[src/rtl/sct_pkg.sv]
// ----------------------------------------------------------------------------
// Segment continuation test package
// Orientation and status codes, register constants and the control record
// that travels with each item from the front to the back.
// ----------------------------------------------------------------------------
package sct_pkg;

   // Orientation codes of one segment.
   localparam logic [1:0] ORI_VERT = 2'd0;
   localparam logic [1:0] ORI_HORZ = 2'd1;
   localparam logic [1:0] ORI_DIAG = 2'd2;

   // Result status codes.
   localparam logic [1:0] ST_DECIDED   = 2'd0;
   localparam logic [1:0] ST_ZERO_LEN  = 2'd1;
   localparam logic [1:0] ST_BOTH_DIAG = 2'd2;

   // Distance bound register.
   localparam int unsigned MAX_DIST_BITS = 12;
   localparam logic [MAX_DIST_BITS-1:0] MAX_DIST_RESET = 12'd8;

   // Classification result of one item.
   typedef struct packed {
      logic       check;
      logic [1:0] status;
      logic [1:0] a_ori;
      logic [1:0] b_ori;
   } ctrl_type;

endpackage

[src/rtl/sct_front.sv]
// ----------------------------------------------------------------------------
// Segment continuation test front end
// Classifies both segments and picks the facing endpoints along the main axis.
// ----------------------------------------------------------------------------
module sct_front #(
   parameter int unsigned COORD_BITS = 12
) (
   input  logic [COORD_BITS-1:0] a_start_x,
   input  logic [COORD_BITS-1:0] a_start_y,
   input  logic [COORD_BITS-1:0] a_end_x,
   input  logic [COORD_BITS-1:0] a_end_y,
   input  logic [COORD_BITS-1:0] b_start_x,
   input  logic [COORD_BITS-1:0] b_start_y,
   input  logic [COORD_BITS-1:0] b_end_x,
   input  logic [COORD_BITS-1:0] b_end_y,
   output sct_pkg::ctrl_type     ctrl,
   output logic [COORD_BITS-1:0] far_main,
   output logic [COORD_BITS-1:0] far_cross,
   output logic [COORD_BITS-1:0] near_main,
   output logic [COORD_BITS-1:0] near_cross
);

   localparam int unsigned MUL_BITS = COORD_BITS + 3;

   // Exact slope test: 5*dy against 4*dx and 6*dx.
   function automatic logic [1:0] classify(
      input logic [COORD_BITS-1:0] x0,
      input logic [COORD_BITS-1:0] y0,
      input logic [COORD_BITS-1:0] x1,
      input logic [COORD_BITS-1:0] y1
   );
      logic [COORD_BITS-1:0] dx;
      logic [COORD_BITS-1:0] dy;
      logic [MUL_BITS-1:0]   dy5;
      logic [MUL_BITS-1:0]   dx4;
      logic [MUL_BITS-1:0]   dx6;
      logic [1:0]            ori;
      dx  = (x0 > x1) ? (x0 - x1) : (x1 - x0);
      dy  = (y0 > y1) ? (y0 - y1) : (y1 - y0);
      dy5 = MUL_BITS'(dy) + (MUL_BITS'(dy) << 2);
      dx4 = MUL_BITS'(dx) << 2;
      dx6 = (MUL_BITS'(dx) << 2) + (MUL_BITS'(dx) << 1);
      if (dy == '0) begin
         ori = sct_pkg::ORI_HORZ;
      end else if (dx == '0) begin
         ori = sct_pkg::ORI_VERT;
      end else if (dy5 < dx4) begin
         ori = sct_pkg::ORI_HORZ;
      end else if (dy5 > dx6) begin
         ori = sct_pkg::ORI_VERT;
      end else begin
         ori = sct_pkg::ORI_DIAG;
      end
      return ori;
   endfunction

   logic                  a_zero;
   logic                  b_zero;
   logic [1:0]            a_ori;
   logic [1:0]            b_ori;
   logic                  vert;
   logic [COORD_BITS-1:0] as_main, as_cross, ae_main, ae_cross;
   logic [COORD_BITS-1:0] bs_main, bs_cross, be_main, be_cross;
   logic [COORD_BITS-1:0] fs_main, fs_cross, fe_main, fe_cross;
   logic [COORD_BITS-1:0] ss_main, ss_cross, se_main, se_cross;
   logic [COORD_BITS-1:0] a_min;
   logic [COORD_BITS-1:0] b_min;
   logic                  a_first;

   // Orientation of each segment; a zero-length segment reads as code zero.
   assign a_zero = (a_start_x == a_end_x) && (a_start_y == a_end_y);
   assign b_zero = (b_start_x == b_end_x) && (b_start_y == b_end_y);
   assign a_ori  = a_zero ? sct_pkg::ORI_VERT
                          : classify(a_start_x, a_start_y, a_end_x, a_end_y);
   assign b_ori  = b_zero ? sct_pkg::ORI_VERT
                          : classify(b_start_x, b_start_y, b_end_x, b_end_y);

   // Status and whether the endpoint test decides the result.
   always_comb begin
      ctrl.a_ori = a_ori;
      ctrl.b_ori = b_ori;
      ctrl.check = 1'b0;
      if (a_zero || b_zero) begin
         ctrl.status = sct_pkg::ST_ZERO_LEN;
      end else if (a_ori != b_ori) begin
         ctrl.status = sct_pkg::ST_DECIDED;
      end else if (a_ori == sct_pkg::ORI_DIAG) begin
         ctrl.status = sct_pkg::ST_BOTH_DIAG;
      end else begin
         ctrl.status = sct_pkg::ST_DECIDED;
         ctrl.check  = 1'b1;
      end
   end

   // Map coordinates onto the main and cross axes of the first segment's class.
   assign vert     = (a_ori == sct_pkg::ORI_VERT);
   assign as_main  = vert ? a_start_y : a_start_x;
   assign as_cross = vert ? a_start_x : a_start_y;
   assign ae_main  = vert ? a_end_y   : a_end_x;
   assign ae_cross = vert ? a_end_x   : a_end_y;
   assign bs_main  = vert ? b_start_y : b_start_x;
   assign bs_cross = vert ? b_start_x : b_start_y;
   assign be_main  = vert ? b_end_y   : b_end_x;
   assign be_cross = vert ? b_end_x   : b_end_y;

   // The earlier segment has the smaller leading coordinate; a tie favors b.
   assign a_min   = (as_main < ae_main) ? as_main : ae_main;
   assign b_min   = (bs_main < be_main) ? bs_main : be_main;
   assign a_first = (a_min < b_min);

   assign fs_main  = a_first ? as_main  : bs_main;
   assign fs_cross = a_first ? as_cross : bs_cross;
   assign fe_main  = a_first ? ae_main  : be_main;
   assign fe_cross = a_first ? ae_cross : be_cross;
   assign ss_main  = a_first ? bs_main  : as_main;
   assign ss_cross = a_first ? bs_cross : as_cross;
   assign se_main  = a_first ? be_main  : ae_main;
   assign se_cross = a_first ? be_cross : ae_cross;

   // Far end of the earlier segment and near end of the later one.
   always_comb begin
      if (fs_main < fe_main) begin
         far_main  = fe_main;
         far_cross = fe_cross;
      end else begin
         far_main  = fs_main;
         far_cross = fs_cross;
      end
      if (ss_main < se_main) begin
         near_main  = ss_main;
         near_cross = ss_cross;
      end else begin
         near_main  = se_main;
         near_cross = se_cross;
      end
   end

endmodule

[config.mk]
export PLATFORM = sky130hd
export DESIGN_NAME = sct_front
export DESIGN_NICKNAME = d
export VERILOG_FILES = /design/src/rtl/sct_pkg.sv /design/src/rtl/sct_front.sv
export SDC_FILE = /design/constraint.sdc
export NUM_CORES = 1
export LEC_CHECK = 0
export BUFFER_PORTS_ARGS = -buffer_cell sky130_fd_sc_hd__buf_2
export CELL_PAD_IN_SITES_DETAIL_PLACEMENT = 2
export CELL_PAD_IN_SITES_GLOBAL_PLACEMENT = 2
export CORE_MARGIN = 2
export CORE_UTILIZATION = 37
export DETAILED_ROUTE_END_ITERATION = 8
export PLACE_DENSITY_LB_ADDON = 0.08
export SETUP_SLACK_MARGIN = 0.02
export SLEW_MARGIN = 15
export SYNTH_ARGS = -nofsm -noshare
export SYNTH_HDL_FRONTEND = slang
export SYNTH_SLANG_ARGS = --single-unit
[constraint.sdc]
create_clock -name vclk -period 62.9
set_clock_uncertainty 0.2 [all_clocks]
set_input_delay 12.58 -clock vclk [all_inputs]
set_output_delay 12.58 -clock vclk [all_outputs]
set_load 0.1 [all_outputs]
# Word level (Yosys, flattened, before mapping)
# Cells that the tools add are included.
# W data, S select, Z words.
[totals] register_bits=0 output_inout_bits=55
[classes] n_reduce_logical=8 eq_ne=6 n_mux=42 addsub=12 magnitude_cmp=13
[op_table] operator="$mux W12" n=26
[op_table] operator="$sub A12 B12 Y12" n=8
[op_table] operator="$lt A12 B12 Y1" n=5
[op_table] operator="$eq A12 B12 Y1" n=4
[op_table] operator="$gt A12 B12 Y1" n=4
[op_table] operator="$logic_not A12 Y1" n=4
[op_table] operator="$add A12 B14 Y15" n=2
[op_table] operator="$add A14 B13 Y15" n=2
[op_table] operator="$gt A15 B15 Y1" n=2
[op_table] operator="$lt A15 B14 Y1" n=2
[op_table] operator="$mux W2" n=13
[op_table] operator="$mux W1" n=3
[op_table] operator="$eq A2 B2 Y1 const B" n=1
[op_table] operator="$logic_and A1 B1 Y1" n=2
[op_table] operator="$logic_not A2 Y1" n=1
[op_table] operator="$ne A2 B2 Y1" n=1
[op_table] operator="$logic_or A1 B1 Y1" n=1

# Logic depth before layout (Yosys ltp)
# Gate-level depths: netlist of run 1.
[depth] word_depth=17 mapped_depth=75 depth_no_buf=72

# Least setup slack after synthesis of run 1
# OpenSTA, ideal clock, no wires.
[synth_timing] path_kind="input to output" from="input a_start_x[10]" to="output far_cross[10]" slack_ns=23.845 t_arrival_ns=26.275 path_buffers=8 stages=72 path_cell_list="inv_1 ha_1 clkbuf_1 nand4_1 or2_2 o221a_2 nor2_1 clkbuf_1 mux2i_1 o21ai_0 nand2_1 nand2_1 xor2_1 ha_1 inv_1 a21oi_1 o21ai_0 nand2b_1 [36 not listed] o211a_1 clkbuf_1 a211oi_1 nor2_1 inv_1 ha_1 a21o_1 a21oi_1 nor2b_1 o21ai_0 nand2b_1 a21oi_1 nor2b_1 o21ai_0 nand2_1 a311oi_4 buf_4 mux2i_1"
[synth_via] elab_chain_len=17 elab_cells_between_ends=35 classes_between="add/sub: 3; order compare: 7; eq/ne: 1; mux: 21; reduce/logical: 3"
[synth_lines] element="from (decl)" line="sct_front.sv:8" rtl="input logic [COORD_BITS-1:0] a_start_x,"
[synth_lines] element="$sub A12 B12 Y12 / $gt A12 B12 Y1 (equally long branches)" line="sct_front.sv:38" rtl="dx = (x0 > x1) ? (x0 - x1) : (x1 - x0);"
[synth_lines] element="$mux W12" line="sct_front.sv:38"
[synth_lines] element="$add A14 B13 Y15" line="sct_front.sv:42" rtl="dx6 = (MUL_BITS'(dx) << 2) + (MUL_BITS'(dx) << 1);"
[synth_lines] element="$gt A15 B15 Y1" line="sct_front.sv:49" rtl="end else if (dy5 > dx6) begin"
[synth_lines] element="$mux W2" line="sct_front.sv:49"
[synth_lines] element="$mux W2" line="sct_front.sv:47" rtl="end else if (dy5 < dx4) begin"
[synth_lines] element="$mux W2" line="sct_front.sv:45" rtl="end else if (dx == '0) begin"
[synth_lines] element="$mux W2" line="sct_front.sv:43" rtl="if (dy == '0) begin"
[synth_lines] element="$mux W2" line="sct_front.sv:73" rtl="assign a_ori = a_zero ? sct_pkg::ORI_VERT"
[synth_lines] element="$logic_not A2 Y1" line="sct_front.sv:96" rtl="assign vert = (a_ori == sct_pkg::ORI_VERT);"
[synth_lines] element="$mux W12 (on tied branches)"
[synth_lines] element="$lt A12 B12 Y1 (on tied branches)" line="sct_front.sv:107, sct_front.sv:108"
[synth_lines] element="$mux W12 (on tied branches)" line="sct_front.sv:107, sct_front.sv:108"
[synth_lines] element="$lt A12 B12 Y1" line="sct_front.sv:109" rtl="assign a_first = (a_min < b_min);"
[synth_lines] element="$mux W12 (on tied branches)" line="sct_front.sv:111, sct_front.sv:113"
[synth_lines] element="$lt A12 B12 Y1" line="sct_front.sv:122" rtl="if (fs_main < fe_main) begin"
[synth_lines] element="$mux W12 (*)" line="sct_front.sv:122"
[synth_lines] element="to (decl)" line="sct_front.sv:18" rtl="output logic [COORD_BITS-1:0] far_cross,"
# Every way passes the cells marked *; elsewhere a longest branch is shown, timed or not.

# Final worst setup path of run 1
[layout_timing] from="input a_start_x[6]" to="output near_cross[1]"
[layout_via] elab_chain_len=17 elab_cells_between_ends=35 classes_between="add/sub: 3; order compare: 7; eq/ne: 1; mux: 21; reduce/logical: 3"
[layout_lines] element="$sub A12 B12 Y12 / $gt A12 B12 Y1 (equally long branches)" line="sct_front.sv:38"
[layout_lines] element="$mux W12" line="sct_front.sv:38"
[layout_lines] element="$add A14 B13 Y15" line="sct_front.sv:42"
[layout_lines] element="$gt A15 B15 Y1" line="sct_front.sv:49"
[layout_lines] element="$mux W2" line="sct_front.sv:49"
[layout_lines] element="$mux W2" line="sct_front.sv:47"
[layout_lines] element="$mux W2" line="sct_front.sv:45"
[layout_lines] element="$mux W2" line="sct_front.sv:43"
[layout_lines] element="$mux W2" line="sct_front.sv:73"
[layout_lines] element="$logic_not A2 Y1" line="sct_front.sv:96"
[layout_lines] element="$mux W12 (on tied branches)"
[layout_lines] element="$lt A12 B12 Y1 (on tied branches)" line="sct_front.sv:107, sct_front.sv:108"
[layout_lines] element="$mux W12 (on tied branches)" line="sct_front.sv:107, sct_front.sv:108"
[layout_lines] element="$lt A12 B12 Y1" line="sct_front.sv:109"
[layout_lines] element="$mux W12 (on tied branches)" line="sct_front.sv:115, sct_front.sv:117"
[layout_lines] element="$lt A12 B12 Y1" line="sct_front.sv:129" rtl="if (ss_main < se_main) begin"
[layout_lines] element="$mux W12 (*)" line="sct_front.sv:129"
[layout_lines] element="to (decl)" line="sct_front.sv:20" rtl="output logic [COORD_BITS-1:0] near_cross"
# Marks and branches as above.

==> results of run 1 <==
[per-layer routing]
layer  vias to the layer above  part of all wire [%]  GRT usage, %
met5                         -                     0             0
met4                         0                   2.2          6.19
li1                       6824                     -             -
met1                      7441                    47          46.9
met3                        68                   4.0         0.816
met2                       427                    47          58.1
[worst min path at each step]
stage,start,end,cells after the start
after global routing,b_end_x[11],near_cross[11],6
after detailed placement,b_end_x[11],near_cross[11],6
after floorplan,b_end_y[0],near_main[0],3
final,b_start_y[9],near_cross[9],6
after global placement,a_end_x[11],far_cross[11],6
after CTS,b_end_x[11],near_cross[11],6
[cell families (layout without fill, tap and decap cells)]
family | Yosys count | in the layout
adder cells (fa/ha/maj) | 258 | 258
buffers and inverters | 296 | 370
multiplexers | 111 | 111
AO/OA/AOI/OAI | 587 | 587
XOR/XNOR | 82 | 82
AND/OR/NAND/NOR | 543 | 543
[cell usage in the layout, fill, tap and decap left out, types with 5 or more instances in the layout]
| cell type | instances |
|---|---|
| a21o_1 | 57 |
| buf_2 | 151 |
| o21a_1 | 22 |
| or2_2 | 10 |
| o31ai_1 | 6 |
| xnor2_1 | 60 |
| a21boi_0 | 9 |
| nor4_1 | 9 |
| o22ai_1 | 8 |
| or4_1 | 5 |
| fa_1 | 10 |
| buf_4 | 13 |
| o221ai_1 | 5 |
| and2_1 | 7 |
| a21oi_1 | 186 |
| mux2_1 | 9 |
| xor2_1 | 22 |
| a211oi_1 | 65 |
| nand4_1 | 27 |
| and3_1 | 6 |
| nand2b_1 | 20 |
| mux2_2 | 16 |
| o211ai_1 | 16 |
| nor2_1 | 168 |
| o21bai_1 | 27 |
| nor2b_1 | 23 |
| a22oi_1 | 58 |
| inv_1 | 205 |
| ha_1 | 246 |
| o21ai_0 | 72 |
| nand3_1 | 28 |
| mux2i_1 | 84 |
| nand2_1 | 195 |
| nor3_1 | 24 |
| a211o_1 | 5 |
[final cells by class]
type / count / area [µm²] / share of cell area, %
Multi-Input combinational cell: 1581 / 11600 / 84.1
Timing Repair Buffer: 164 / 853 / 6.20
Tap cell: 448 / 561 / 4.07
Inverter: 206 / 773 / 5.62
[worst max-delay path, delay by kind of cell]
family	cells	cell delay [ns]
and+or+nand+nor	22	5.89
AOI/OAI and AO/OA	24	4.53
buffers and inverters	9	2.90
adders and majority gates	6	2.08
muxes	4	1.59
xor gates and xnor gates	2	0.59
[per-stage QoR]
stage | hold WS (ns) | cells | cell area (µm²) | worst slack (ns) | util [%]
global placement | 25.68 | 2399 | 13800 | 20.77 | 40.9
finish | 25.73 | 2399 | 13800 | 19.75 | 40.9
floorplan | 25.68 | 1877 | 12700 | 23.85 | -
global route | 25.76 | 2399 | 13800 | 18.85 | 40.9
CTS | 25.73 | 2399 | 13800 | 20.20 | 40.9
detailed placement | 25.72 | 2399 | 13800 | 20.24 | 40.9
==> flow_summary.toml, run 1 <==
[layout]
area_growth_pct = 8.40
nClkBuffers = 0
n_fill_cell = 4171
drive_gt1_share_pct = 10.8
nets = 2305
layout.area.seq_um2 = 0
antenna_cells = 0
n_sequential_cell = 0

[drt]
dr.pass1.iters = 6
drt_iter0_drc = 999
drc_errors = 0
via_count = 14760
drtAntennaViolNets = 0
post_drt_wl_per_cell_um = 25.9
drt-total-wl_um = 62100
viasPerCell = 6.15

[sta]
fmax_ghz = 0.0232
min_period_over_period_pct = 68.6
finalHoldViolCount = 0
finalSetupViolCount = 0
tightest_slew_ns = 1.10
min_period_ns = 43.15
grt_setup_unrepaired = "no"
slew-limit-headroom_pct = 26.6
slew_violations = 0
setup_tns_ns = 0

[synthesis]
yosysWarnings = 0
yosysMostFrequentCell = "ha_1"
synthCells = 1877
synth-xor-area-share_pct = 5.66
synth_mux_area_share_pct = 9.14
ys_top_cells_by_count = "246 x ha_1, 205 x inv_1, 196 x nand2_1"
synth.top_cell.area_share_pct = 24.3
synthAdderAreaFrac_pct = 26.0
synth_cell_types = 84
synth-simple-area-share_pct = 19.4
syn_area_um2 = 12700
synth_top_cell_by_area = "ha_1"
seq_area_frac_synth_pct = 0
syn_avg_cell_area_um2 = 6.76
synth_nets = 2229
synth_compound_area_share_pct = 30.7
synth_area_leaders = "ha_1 24%, a21oi_1 7.3%, mux2i_1 6.6%, inv_1 6.1%, nand2_1 5.8%"
synth_top_family_by_area = "compound AO/OA/AOI/OAI gates"

[grt]
antenna_found_initial = 0
track_usage_pct = 33.6
grt_pass1_vias = 15551
grt_pass1_wl_um = 93600
grt_overflow_total = 0
grt_max_degree = 58

[critical_path]
cp-start-kind = "input port"
crit_start = "a_start_x[6]"
cp.arrival_ns = 30.37
crit_path_max_fanout = 57
end_kind = "primary output"
crit_end = "near_cross[1]"
worst_path_most_repeated_cell = "o21ai_0"
cpMaxStageDelayCell = "nor2_1"
crit_type = "in -> out"
required_ns = 50.12
cpPeakStageDelay_ns = 0.85

[floorplanning]
die_w_um = 189
initial_core_util_pct = 37.8
num_rows = 67
die_h_um = 189
core-area_um2 = 33600
dieArea_um2 = 35800
io_pins = 151

[worst_hold_path]
hold_class = "in -> out"

[place]
place_hpwl_um = 53400
gp_congestion = 0.976
port_buffers = 151

[clock_tree]
cts_hold_buf = 0
post-cts-setup-buffers = 0
post_cts_resized = 0

[job]
cap_violations = 0

[run_status]
status = "finished clean"
Power of run 1 is not shown: default switching activity piles up to over one toggle a cycle in this logic, so the estimate is an artifact.
==> run 2: changes to the inputs <==
--- a/config.mk
+++ b/config.mk
@@ -5,11 +5,12 @@
 export SDC_FILE = /design/constraint.sdc
 export NUM_CORES = 1
 export LEC_CHECK = 0
+export ABC_AREA = 1
 export BUFFER_PORTS_ARGS = -buffer_cell sky130_fd_sc_hd__buf_2
 export CELL_PAD_IN_SITES_DETAIL_PLACEMENT = 2
 export CELL_PAD_IN_SITES_GLOBAL_PLACEMENT = 2
 export CORE_MARGIN = 2
-export CORE_UTILIZATION = 37
+export CORE_UTILIZATION = 29
 export DETAILED_ROUTE_END_ITERATION = 8
 export PLACE_DENSITY_LB_ADDON = 0.08
 export SETUP_SLACK_MARGIN = 0.02
==> constraint.sdc (replaced) <==
create_clock -name vclk -period 35
set_clock_uncertainty 0.2 [all_clocks]
set_input_delay 7 -clock vclk [all_inputs]
set_output_delay 7 -clock vclk [all_outputs]
set_load 0.1 [all_outputs]
==> flow_summary.toml, run 2 <==
[drt]
viasPerCell = 5.28
drc_errors = 0
drtAntennaViolNets = 0
drt_iter0_drc = 717
post_drt_wl_per_cell_um = 21.7
drt-total-wl_um = 58900
via_count = 14364
dr.pass1.iters = 7

[layout]
n_sequential_cell = 0
area_growth_pct = 9.47
mostFrequentLayoutCell = "nand2_1"
fin_cells = 2721
drive_gt1_share_pct = 9.14
antenna_cells = 0
nClkBuffers = 0
final_cell_mix = "574 x nand2_1, 351 x inv_1, 255 x o21ai_0"
layout.area.seq_um2 = 0
nets = 2543

[grt]
grt_pass1_wl_um = 89100
track_usage_pct = 27.2
grt_overflow_total = 0
grt_max_degree = 103
grt_pass1_vias = 15226
antenna_found_initial = 0

[place]
placed_cells = 2721
port_buffers = 151
gp_congestion = 0.923
place_hpwl_um = 51900

[synthesis]
ys_top_cells_by_count = "574 x nand2_1, 351 x inv_1, 255 x o21ai_0"
yosysWarnings = 0
synth.top_cell.area_share_pct = 25.8
synth_top_cell_by_area = "ha_1"
synth_area_leaders = "ha_1 26%, nand2_1 18%, inv_1 11%, o21ai_0 11%, a21oi_1 6.3%"
synthCells = 2101
syn_avg_cell_area_um2 = 5.68
syn_area_um2 = 11900
yosysMostFrequentCell = "nand2_1"
synth_nets = 2453
seq_area_frac_synth_pct = 0
synth_cell_types = 51

[run_status]
status = "finished clean"

[floorplanning]
num_rows = 74
dieArea_um2 = 42800
io_pins = 151
core-area_um2 = 40700
die_h_um = 207
die_w_um = 207
initial_core_util_pct = 29.3

[clock_tree]
post_cts_resized = 0
post-cts-setup-buffers = 0
cts_hold_buf = 0

[sta]
fin_hold_ws_ns = 14.67
min_period_ns = 29.19
tightest_slew_ns = 1.13
finalHoldViolCount = 0
slew_violations = 0
slew-limit-headroom_pct = 23.9
setup_tns_ns = 0
grt_setup_unrepaired = "no"
fmax_ghz = 0.0343
min_period_over_period_pct = 83.4
finalSetupViolCount = 0

[critical_path]
required_ns = 27.80
cp_top_family = "simple AND/OR/NAND/NOR gates"
end_kind = "primary output"
cpPeakStageDelay_ns = 0.80
crit_type = "in -> out"
worst_path_most_repeated_cell = "nand2_1"
cpMaxStageDelayCell = "buf_4"
cp-start-kind = "input port"
path_buf_inv = 12
crit_path_max_fanout = 102
crit_cells = 62
cp.arrival_ns = 21.99

[worst_hold_path]
hold_depth = 6
hold_class = "in -> out"

[job]
cap_violations = 0
## run 2: changes by cell type after synthesis, sizes merged, moves of 26 or more
cell,change
a211oi,-49
a21o,-49
a21oi,-37
a22oi,-57
inv,+150
mux2,-26
mux2i,-84
nand2,+396
nand3,+88
nor2,-86
o21ai,+196
xnor2,-37
xor2,+37
## run 2: per-layer routing
| layer | global-route usage (%) | vias up | wire, µm |
|---|---|---|---|
| met5 | 0 | - | 0 |
| met4 | 6.23 | 0 | 1610 |
| met3 | 2.09 | 51 | 2530 |
| met2 | 47.4 | 302 | 27400 |
| met1 | 36.5 | 6967 | 27400 |
| li1 | - | 7044 | - |
## run 2: stage by stage
step | util [%] | cell area, µm² | setup slack [ns]
after floorplan | - | 11900 | 10.52
after global placement | 32.1 | 13100 | 6.12
after detailed placement | 32.1 | 13100 | 5.81
after CTS | 32.1 | 13100 | 5.74
after global routing | 32.1 | 13100 | 4.34
final | 32.1 | 13100 | 5.81
## run 2: layout make-up
cell class	instances	area, µm²
Fill cell	5264	27700
Inverter	357	1340
Multi-Input combinational cell	1677	10300
Tap cell	532	666
Timing Repair Buffer	155	786
## run 2: cells by family after synthesis
kind of cell    after synthesis  share of synthesized area, %
simple gates                850                          30.1
compound gates              488                          22.4
buf+inv                     424                          14.0
fa+ha+maj                   256                          27.5
xor+xnor                     82                          6.02
mux                           1                        0.0839
## run 2: worst min-delay path: stages
cell,delay [ns]
buf_2,0.13
o21ai_0,0.23
o21ai_0,0.10
nand2_1,0.07
nand2_1,0.05
buf_2,0.29
## run 2: final timing paths
| kind | from | end | slack [ns] |
|---|---|---|---|
| worst max-delay path | a_start_x[10] | far_cross[2] | 5.81 |
| worst min-delay path | b_start_x[8] | far_cross[8] | 14.67 |
Power of run 2 is left out for the same reason.
==> run 3: changes to the inputs <==
==> constraint.sdc (replaced) <==
create_clock -name vclk -period 26.4
set_clock_uncertainty 0.2 [all_clocks]
set_input_delay 5.28 -clock vclk [all_inputs]
set_output_delay 5.28 -clock vclk [all_outputs]
set_load 0.1 [all_outputs]
==> flow_summary.toml, run 3 (synthesis results as in run 2) <==
[drt]
drt-total-wl_um = 59800
post_drt_wl_per_cell_um = 21.9
drt_iter0_drc = 768
drtAntennaViolNets = 0
drc_errors = 0
via_count = 14521
viasPerCell = 5.32
dr.pass1.iters = 5

[critical_path]
crit_path_max_fanout = 50
cp-start-kind = "input port"
path_buf_inv = 13
end_kind = "primary output"
cpMaxStageDelayCell = "o21ai_0"
cp.arrival_ns = 19.43
cpPeakStageDelay_ns = 0.67
cp_top_family = "compound AO/OA/AOI/OAI gates"
crit_type = "in -> out"
required_ns = 20.92

[floorplanning]
core-area_um2 = 40700
initial_core_util_pct = 29.3
io_pins = 151
die_w_um = 207
die_h_um = 207
dieArea_um2 = 42800
num_rows = 74

[grt]
grt_pass1_vias = 15377
antenna_found_initial = 2
grt_max_degree = 85
grt_pass1_wl_um = 90200
track_usage_pct = 27.5
grt_overflow_total = 0

[place]
gp_congestion = 0.940
port_buffers = 151
place_hpwl_um = 52700

[sta]
finalHoldViolCount = 0
slew_violations = 0
setup_tns_ns = 0
finalSetupViolCount = 0
fmax_ghz = 0.0401
slew-limit-headroom_pct = 28.4
min_period_ns = 24.91
tightest_slew_ns = 1.06
min_period_over_period_pct = 94.4
grt_setup_unrepaired = "no"

[layout]
drive_gt1_share_pct = 9.43
antenna_cells = 0
nClkBuffers = 0
final_cell_mix = "574 x nand2_1, 351 x inv_1, 251 x o21ai_0"
mostFrequentLayoutCell = "nand2_1"
area_growth_pct = 9.93
nets = 2550
n_sequential_cell = 0
layout.area.seq_um2 = 0

[worst_hold_path]
hold_class = "in -> out"

[clock_tree]
cts_hold_buf = 0

[job]
cap_violations = 0

[run_status]
status = "finished clean"
==> run 3: changes by cell type in the layout (fill, tap and decap cells not counted), sizes merged <==
cell / delta
buf: +6
nand3: +1
==> run 3: layout make-up <==
class              count  area (µm²)
inverters            357        1340
well taps            532         666
repair buffers       161         831
fillers             5319       27600
multi-input cells   1678       10300
==> run 3: final timing paths <==
check	depth (start not counted)	to	from
setup / recovery	62	far_cross[4]	a_start_x[8]
hold / removal	6	far_cross[8]	b_start_x[8]
==> run 3: timing repair <==
action                     CTS  global route
setup endpoints to repair    0            44
buffers inserted             0             0
gates resized for setup      0             4
==> run 3: metrics by stage <==
step / worst slack, ns / utilization, % / std cells / area, µm² / hold WS (ns)
5_1_grt: 0.219 / 32.2 / 2728 / 13100 / 11.33
3_5_place_dp: 1.27 / 32.2 / 2727 / 13100 / 11.25
3_3_place_gp: 1.81 / 32.2 / 2727 / 13100 / 11.23
4_1_cts: 1.21 / 32.2 / 2727 / 13100 / 11.25
6_report: 1.49 / 32.2 / 2728 / 13100 / 11.24
2_1_floorplan: 5.36 / - / 2101 / 11900 / 11.16
==> run 3: tightest hold or removal path, stage by stage <==
cell     delay [ns]
buf_2          0.13
o21ai_0        0.22
o21ai_0        0.11
nand2_1        0.08
nand2_1        0.05
buf_2          0.29
==> run 3: per-layer routing <==
metal  routed length [µm]  global-route usage (%)  up-vias
li1                     -                       -     7055
met4                 1640                    6.33        2
met3                 2280                    1.18       52
met5                   13                       0        -
met1                27600                    37.0     7121
met2                28300                    48.6      291
Power of run 3 is left out for the same reason.
